File: src/sv/bhef_pkg.sv
// ----------------------------------------------------------------------------
// bhef_pkg
// Shared widths, character codes and scan modes of the bencode header end
// finder.
// ----------------------------------------------------------------------------
package bhef_pkg;

   localparam int DEPTH_BITS    = 9;
   localparam int LENGTH_BITS   = 24;
   localparam int POSITION_BITS = 21;
   localparam int HDR_LEN_BITS  = 21;
   localparam int ACCUM_BITS    = LENGTH_BITS + 4;

   localparam logic [DEPTH_BITS-1:0]    DEPTH_MAX    = {DEPTH_BITS{1'b1}};
   localparam logic [LENGTH_BITS-1:0]   LENGTH_MAX   = {LENGTH_BITS{1'b1}};
   localparam logic [POSITION_BITS-1:0] POSITION_MAX = {POSITION_BITS{1'b1}};
   localparam logic [HDR_LEN_BITS-1:0]  HDR_LEN_LIMIT = HDR_LEN_BITS'(1048576);

   localparam logic [7:0] CHAR_D    = 8'h64;
   localparam logic [7:0] CHAR_L    = 8'h6C;
   localparam logic [7:0] CHAR_E    = 8'h65;
   localparam logic [7:0] CHAR_I    = 8'h69;
   localparam logic [7:0] CHAR_ZERO = 8'h30;
   localparam logic [7:0] CHAR_NINE = 8'h39;

   typedef logic [1:0] mode_type;
   localparam mode_type MODE_NORMAL  = 2'd0;
   localparam mode_type MODE_INTEGER = 2'd1;
   localparam mode_type MODE_DIGITS  = 2'd2;
   localparam mode_type MODE_SKIP    = 2'd3;

endpackage

File: src/sv/bencode_header_end_finder.sv
// ----------------------------------------------------------------------------
// bencode_header_end_finder
// Scans message bytes and marks where the leading bencoded dictionary or list ends.
// ----------------------------------------------------------------------------
//  Channel | Direction | tdata (low bit up)                  | tuser / tlast
//  req     | in        | [7:0] data_byte                     | tlast end_of_message
//  rsp     | out       | [7:0] byte_out, [28:8] header_length| tuser is_payload,
//          |           |                                     | closes_header,
//          |           |                                     | header_found; tlast
//
//  One word per cycle unless the result is stalled. Each word passes through one
//  stage: the scan state and the result register are updated at the edge the word
//  is accepted, and the result appears in the following cycle. A stalled result
//  holds while a new word is accepted in the cycle the result is taken. Reset is
//  synchronous, holds the input off and clears the scan state and the result valid;
//  the state also clears after the last word of a message.
// ----------------------------------------------------------------------------
module bencode_header_end_finder (
   input  logic        clock,
   input  logic        reset,
   input  logic        req_tvalid,
   output logic        req_tready,
   input  logic [7:0]  req_tdata,   // [7:0] data_byte
   input  logic        req_tlast,
   output logic        rsp_tvalid,
   input  logic        rsp_tready,
   output logic [31:0] rsp_tdata,   // [7:0] byte_out, [28:8] header_length, zero fill
   output logic [2:0]  rsp_tuser,   // [0] is_payload, [1] closes_header, [2] header_found
   output logic        rsp_tlast
);

   bhef_pkg::mode_type                       mode_ff, mode_in;
   logic [bhef_pkg::DEPTH_BITS-1:0]          depth_ff, depth_in;
   logic [bhef_pkg::LENGTH_BITS-1:0]         accum_ff, accum_in;
   logic [bhef_pkg::LENGTH_BITS-1:0]         skip_ff, skip_in;
   logic [bhef_pkg::POSITION_BITS-1:0]       position_ff, position_in;
   logic                                     closed_ff, closed_in;
   logic [bhef_pkg::POSITION_BITS-1:0]       closed_len_ff, closed_len_in;

   logic                                     rsp_valid_ff, rsp_valid_in;
   logic [31:0]                              rsp_data_ff, rsp_data_in;
   logic [2:0]                               rsp_user_ff, rsp_user_in;
   logic                                     rsp_last_ff, rsp_last_in;

   logic                                     accept;
   logic                                     is_digit;
   logic                                     closing;
   logic [3:0]                               digit;
   logic [bhef_pkg::ACCUM_BITS-1:0]          accum_wide;
   logic [bhef_pkg::LENGTH_BITS-1:0]         skip_dec;
   logic [bhef_pkg::HDR_LEN_BITS-1:0]        hdr_len;

   assign req_tready = !reset && (!rsp_valid_ff || rsp_tready);
   assign accept     = req_tvalid && req_tready;

   assign is_digit   = req_tdata inside {[bhef_pkg::CHAR_ZERO:bhef_pkg::CHAR_NINE]};
   assign digit      = 4'(req_tdata - bhef_pkg::CHAR_ZERO);
   assign accum_wide = {1'b0, accum_ff, 3'b000} + {3'b000, accum_ff, 1'b0}
                       + bhef_pkg::ACCUM_BITS'(digit);
   assign skip_dec   = (skip_ff != '0) ? skip_ff - 1'b1 : skip_ff;

   always_comb begin
      mode_in       = mode_ff;
      depth_in      = depth_ff;
      accum_in      = accum_ff;
      skip_in       = skip_ff;
      closed_in     = closed_ff;
      closed_len_in = closed_len_ff;
      closing       = 1'b0;
      position_in   = (position_ff != bhef_pkg::POSITION_MAX) ? position_ff + 1'b1
                                                              : position_ff;
      if (!closed_ff) begin
         case (mode_ff)
            bhef_pkg::MODE_INTEGER: begin
               if (req_tdata == bhef_pkg::CHAR_E) begin
                  mode_in = bhef_pkg::MODE_NORMAL;
               end
            end
            bhef_pkg::MODE_DIGITS: begin
               if (is_digit) begin
                  accum_in = (accum_wide > bhef_pkg::ACCUM_BITS'(bhef_pkg::LENGTH_MAX))
                             ? bhef_pkg::LENGTH_MAX
                             : accum_wide[bhef_pkg::LENGTH_BITS-1:0];
               end else begin
                  skip_in  = accum_ff;
                  accum_in = '0;
                  mode_in  = (accum_ff != '0) ? bhef_pkg::MODE_SKIP : bhef_pkg::MODE_NORMAL;
               end
            end
            bhef_pkg::MODE_SKIP: begin
               skip_in = skip_dec;
               if (skip_dec == '0) begin
                  mode_in = bhef_pkg::MODE_NORMAL;
               end
            end
            default: begin
               if (req_tdata == bhef_pkg::CHAR_D || req_tdata == bhef_pkg::CHAR_L) begin
                  if (depth_ff != bhef_pkg::DEPTH_MAX) begin
                     depth_in = depth_ff + 1'b1;
                  end
               end else if (req_tdata == bhef_pkg::CHAR_E) begin
                  if (depth_ff != '0) begin
                     depth_in = depth_ff - 1'b1;
                     if (depth_ff == bhef_pkg::DEPTH_BITS'(1)) begin
                        closing       = 1'b1;
                        closed_in     = 1'b1;
                        closed_len_in = position_in;
                     end
                  end
               end else if (req_tdata == bhef_pkg::CHAR_I) begin
                  mode_in = bhef_pkg::MODE_INTEGER;
               end else if (is_digit) begin
                  accum_in = bhef_pkg::LENGTH_BITS'(digit);
                  mode_in  = bhef_pkg::MODE_DIGITS;
               end
            end
         endcase
      end

      if (!closed_in) begin
         hdr_len = '0;
      end else if (closed_len_in > bhef_pkg::HDR_LEN_LIMIT) begin
         hdr_len = bhef_pkg::HDR_LEN_LIMIT;
      end else begin
         hdr_len = closed_len_in;
      end

      rsp_valid_in = rsp_valid_ff && !rsp_tready;
      rsp_data_in  = rsp_data_ff;
      rsp_user_in  = rsp_user_ff;
      rsp_last_in  = rsp_last_ff;
      if (accept) begin
         rsp_valid_in = 1'b1;
         rsp_data_in  = {3'b000, hdr_len, req_tdata};
         rsp_user_in  = {req_tlast && closed_in, closing, closed_ff};
         rsp_last_in  = req_tlast;
      end
   end

   always_ff @(posedge clock) begin
      if (reset) begin
         mode_ff       <= bhef_pkg::MODE_NORMAL;
         depth_ff      <= '0;
         accum_ff      <= '0;
         skip_ff       <= '0;
         position_ff   <= '0;
         closed_ff     <= 1'b0;
         closed_len_ff <= '0;
         rsp_valid_ff  <= 1'b0;
      end else begin
         rsp_valid_ff <= rsp_valid_in;
         if (accept) begin
            if (req_tlast) begin
               mode_ff       <= bhef_pkg::MODE_NORMAL;
               depth_ff      <= '0;
               accum_ff      <= '0;
               skip_ff       <= '0;
               position_ff   <= '0;
               closed_ff     <= 1'b0;
               closed_len_ff <= '0;
            end else begin
               mode_ff       <= mode_in;
               depth_ff      <= depth_in;
               accum_ff      <= accum_in;
               skip_ff       <= skip_in;
               position_ff   <= position_in;
               closed_ff     <= closed_in;
               closed_len_ff <= closed_len_in;
            end
         end
      end
   end

   always_ff @(posedge clock) begin
      rsp_data_ff <= rsp_data_in;
      rsp_user_ff <= rsp_user_in;
      rsp_last_ff <= rsp_last_in;
   end

   assign rsp_tvalid = rsp_valid_ff;
   assign rsp_tdata  = rsp_data_ff;
   assign rsp_tuser  = rsp_user_ff;
   assign rsp_tlast  = rsp_last_ff;

endmodule

File: config.mk
export PLATFORM = sky130hd
export DESIGN_NAME = bencode_header_end_finder
export DESIGN_NICKNAME = d
export VERILOG_FILES = /design/src/sv/bhef_pkg.sv /design/src/sv/bencode_header_end_finder.sv
export SDC_FILE = /design/constraint.sdc
export NUM_CORES = 1
export LEC_CHECK = 0
export BUFFER_PORTS_ARGS = -buffer_cell sky130_fd_sc_hd__buf_4
export CORE_ASPECT_RATIO = 1.4
export CORE_UTILIZATION = 32
export DETAILED_ROUTE_END_ITERATION = 16
export PLACE_DENSITY_LB_ADDON = 0.1
export REMOVE_ABC_BUFFERS = 1
export SLEW_MARGIN = 20
export SYNTH_ARGS = -nofsm -noshare
export SYNTH_HDL_FRONTEND = slang
export SYNTH_SLANG_ARGS = --single-unit
File: constraint.sdc
create_clock -name clock -period 3.3 [get_ports clock]
set_clock_uncertainty 0.1 [all_clocks]
set_input_delay 0.66 -clock clock [delete_from_list [all_inputs] [get_ports clock]]
set_output_delay 0.66 -clock clock [all_outputs]
set_load 0.03 [all_outputs]
==> results.md <==
* Cells after DPL at 1502
* Clk root buf: clkbuf_16
* Layout cells sized above 1 at 0.194
* Yosys warning count at 0
* H-tree depth reported by CTS at 4
* Antenna violations before repair at 0
* WL per Instance at 17.6 µm
* Share of power burned in registers at 0.440
* Multi-input logic area at 5510 µm²
* CTS tree: done
* Data arrival time of the worst path at 3440 ps
* Post-synth cell types at 83
* Fill cells at 2768
* Total GRT Usage at 0.199
* Switching part of the total at 0.237
* Die area at 28000 µm²
* Cell Count, Final, Fillers Out at 1540
* Clock power share at 0.493
* CP peak stage delay at 520 ps
* First-pass GRT wire length at 43.5 mm
* Buf/Inv on CP at 2
* 1st-iter DRT viols at 450
* CP required at 3470 ps
* Setup TNS at 0 ps
* Design area at 10900 µm²
* PnR worst setup slack at 35.0 ps
* Status: completed
* CTS sink count at 136
* Most used cell, CP: a21oi_2
* Slew @ Worst Pin at 736 ps
* Placer congestion estimate at 0.884
* Pre-CTS setup slack at -457 ps
* Antenna cells at 0
* Worst-path cell chain: fa_1, fa_2, a21oi_2, nor2_2, o21ai_1, buf_4, a21oi_2, or4b_1, o211a_1, nor2_4, clkbuf_16, a221oi_2
* Register area at 3060 µm²
* Crit-path leading delay family: adder cells
* I/O pins at 51
* Placed instance area at 10100 µm²
* Max VDD drop at 0.306 mV
* Latest clock arrival within the worst-skew pair at 430 ps
* CTS Buf Count at 17
* Total Power at 3.95 mW
* Critical path's slowest cell: fa_1
* EDFF count, synth at 33
* Synth Instances at 1060
* Layout area overhead at 24.3%
* WS Path Type: flip-flop to flip-flop
* Minimum clock period at 3270 ps
* Min-delay worst type: input port to flip-flop
* Crit start category: flip-flop
* Crit. End Element: flip-flop
* RSZ-0062 raised after global routing: true
* Post-Syn Area per Cell at 8.26 µm²
* IO buf count at 47
* Final core utilization at 0.404
* Overflow after GRT at 0
* Starting Density at 0.325
* Nets at 1231
* Largest net degree at the start of global routing at 59
* Switching power at 0.936 mW
* Max Freq at 306 MHz
* Max-Slew Margin vs Limit at 0.509
* Hold-fix buffers, CTS at 0
* Via density at 5.39
* Pleak at 4.39 nW
* Number of global-route vias before repair at 8155
* Longest Clk Path Bufs at 2
* Final hold vios at 0
* #FFs+latches synth at 136
* First-pass detailed-route iteration total at 5
* Ys flop type: dfxtp_1
* Worst-path maximum fanout at 4
* Hold Slack at 344 ps
* Drt drc at 0
* Die Y-Extent at 198 µm
* Routed wire length at 27.1 mm
* Antenna Nets Post-Route at 0
* P_int at 3.01 mW
* Logic pwr share at 0.067
* PwrDens at 363 nW/µm²
* Site row count at 71
* Max-slew violation count at 0
* Die X at 142 µm
* Vias at 8304
* Asr flop ratio synth at 0
* Final period util at 0.989
* Post-DP HPWL at 20.0 mm
* Core area at 26900 µm²
* Post-synthesis sequential area ratio at 0.349
* Setup violations, final at 0
* Clk slew on worst S/H paths at 60 ps
* Max cap viols at 0
* Cell Area, Synth at 8760 µm²
## state kept, by name, indices dropped and copies added, names as in the netlist
| signal | count |
|---|---|
| accum_ff | 24 |
| closed_ff | 1 |
| closed_len_ff | 21 |
| depth_ff | 9 |
| mode_ff | 2 |
| position_ff | 21 |
| rsp_tdata | 29 |
| rsp_tlast | 1 |
| rsp_tuser | 3 |
| rsp_tvalid | 1 |
| skip_ff | 24 |
## per-layer routing
| metal | vias to the layer above | global-route usage | part of all wire |
|---|---|---|---|
| met4 | 0 | 0.0800 | 0.028 |
| met3 | 42 | 0.0278 | 0.029 |
| met1 | 3945 | 0.215 | 0.40 |
| li1 | 4143 | - | - |
| met2 | 174 | 0.383 | 0.54 |
| met5 | - | 0 | 0 |
## cell type report
type                    count  area share
clock buffers              19      0.0407
repair buffers            145       0.110
flip-flops and latches    136       0.281
inverters                  17     0.00586
well taps                 365      0.0420
clock inverters            13      0.0140
multi-input cells         845       0.506
## cells by family (layout without fill, tap and decap cells)
family,count (synthesis),count (layout),share of synthesized area
AOI/OAI and AO/OA,326,326,0.242
other,1,3,0.000428
and+or+nand+nor,403,403,0.230
muxes,6,6,0.00729
DFF,136,136,0.349
buffers and inverters,81,194,0.0389
adders and majority gates,56,56,0.0817
xor gates and xnor gates,51,51,0.0510
## path summary, 6_finish.rpt
kind | from | end | depth (start not counted) | slack (ps)
setup / recovery | accum_ff[0]$_SDFFE_PP0P_ | accum_ff[20]$_SDFFE_PP0P_ | 12 | 30
hold / removal | req_tdata[7] | rsp_tdata[7]$_DFFE_PP_ | 1 | 340
setup reg to reg | accum_ff[0]$_SDFFE_PP0P_ | accum_ff[20]$_SDFFE_PP0P_ | 12 | 30
hold reg to reg | closed_len_ff[19]$_SDFFE_PP0P_ | closed_len_ff[19]$_SDFFE_PP0P_ | 2 | 390
## timing repair
| item | CTS | global route |
|---|---|---|
| endpoints found under the setup margin | 8 | 24 |
| pin swaps | 0 | 18 |
| gates cloned | 0 | 2 |
| setup buffers | 1 | 3 |
| resized for setup | 1 | 32 |
## worst register-to-register path, stage by stage, from the launching register on
cell,delay [ps]
dfxtp_4,360
fa_1,520
fa_2,380
a21oi_2,180
nor2_2,60
o21ai_1,110
buf_4,150
a21oi_2,60
or4b_1,500
o211a_1,190
nor2_4,250
clkbuf_16,210
a221oi_2,50
## placed cells by master (no fill, tap or decap), types with 4 or more instances in the layout
cell,n
dfxtp_1,97
xnor2_1,32
a21oi_1,97
dfxtp_2,5
nand4_1,16
nor3_1,32
a211oi_1,10
and3_1,16
a22oi_1,21
and2_1,4
o21a_1,6
clkinvlp_4,4
nand2b_1,8
clkbuf_16,19
inv_1,14
nor2_1,141
o41ai_1,5
a21o_1,14
nand3_1,30
o21ai_0,47
o31ai_1,6
edfxtp_1,33
xor2_1,19
nor4_1,15
nor2b_1,11
or4_1,7
o22ai_1,20
clkinv_2,4
buf_12,5
a22o_1,5
ha_1,49
o21ai_1,5
nand2_1,83
a2bb2oi_1,15
a41oi_1,8
a31oi_1,21
or3_1,8
buf_4,136
a21oi_2,5
## power by group through the flow
stage	sequential, mW	clock (mW)	combinational (mW)
after CTS	1.74	2.00	0.266
after global routing	1.74	2.07	0.289
after global placement	1.77	0	0.266
final	1.74	1.95	0.266
after floorplan	1.80	0	0.112
after detailed placement	1.77	0	0.265
## synthesized netlist by cell type (all sizes together) (4+ instances only)
cell       n  area [µm²]
nand3     31         160
nand2b     8        50.1
a22o       5        43.8
edfxtp    33         991
o22ai     20         125
or2        4        25.0
nor2     144         551
xnor2     32         280
a21oi    102         510
a31oi     22         138
or4        9        75.1
a2bb2oi   15         131
or3        8        50.1
o41ai      6        60.1
a41oi     10        87.6
a211oi    11        82.6
and2       4        25.0
a21o      14         105
nand4     16         100
a22oi     21         158
xor2      19         166
nor3      34         186
clkbuf    45         169
a221oi     4        35.0
buf       19         108
o21ai     53         265
inv       16        60.1
nand2     84         315
ha        54         676
nor4      17         136
o21a       6        45.0
and3      16         100
nor2b     12        75.1
dfxtp    103        2060
o31ai      7        57.6
No activity file was read; power rests on OpenSTA's default activity.
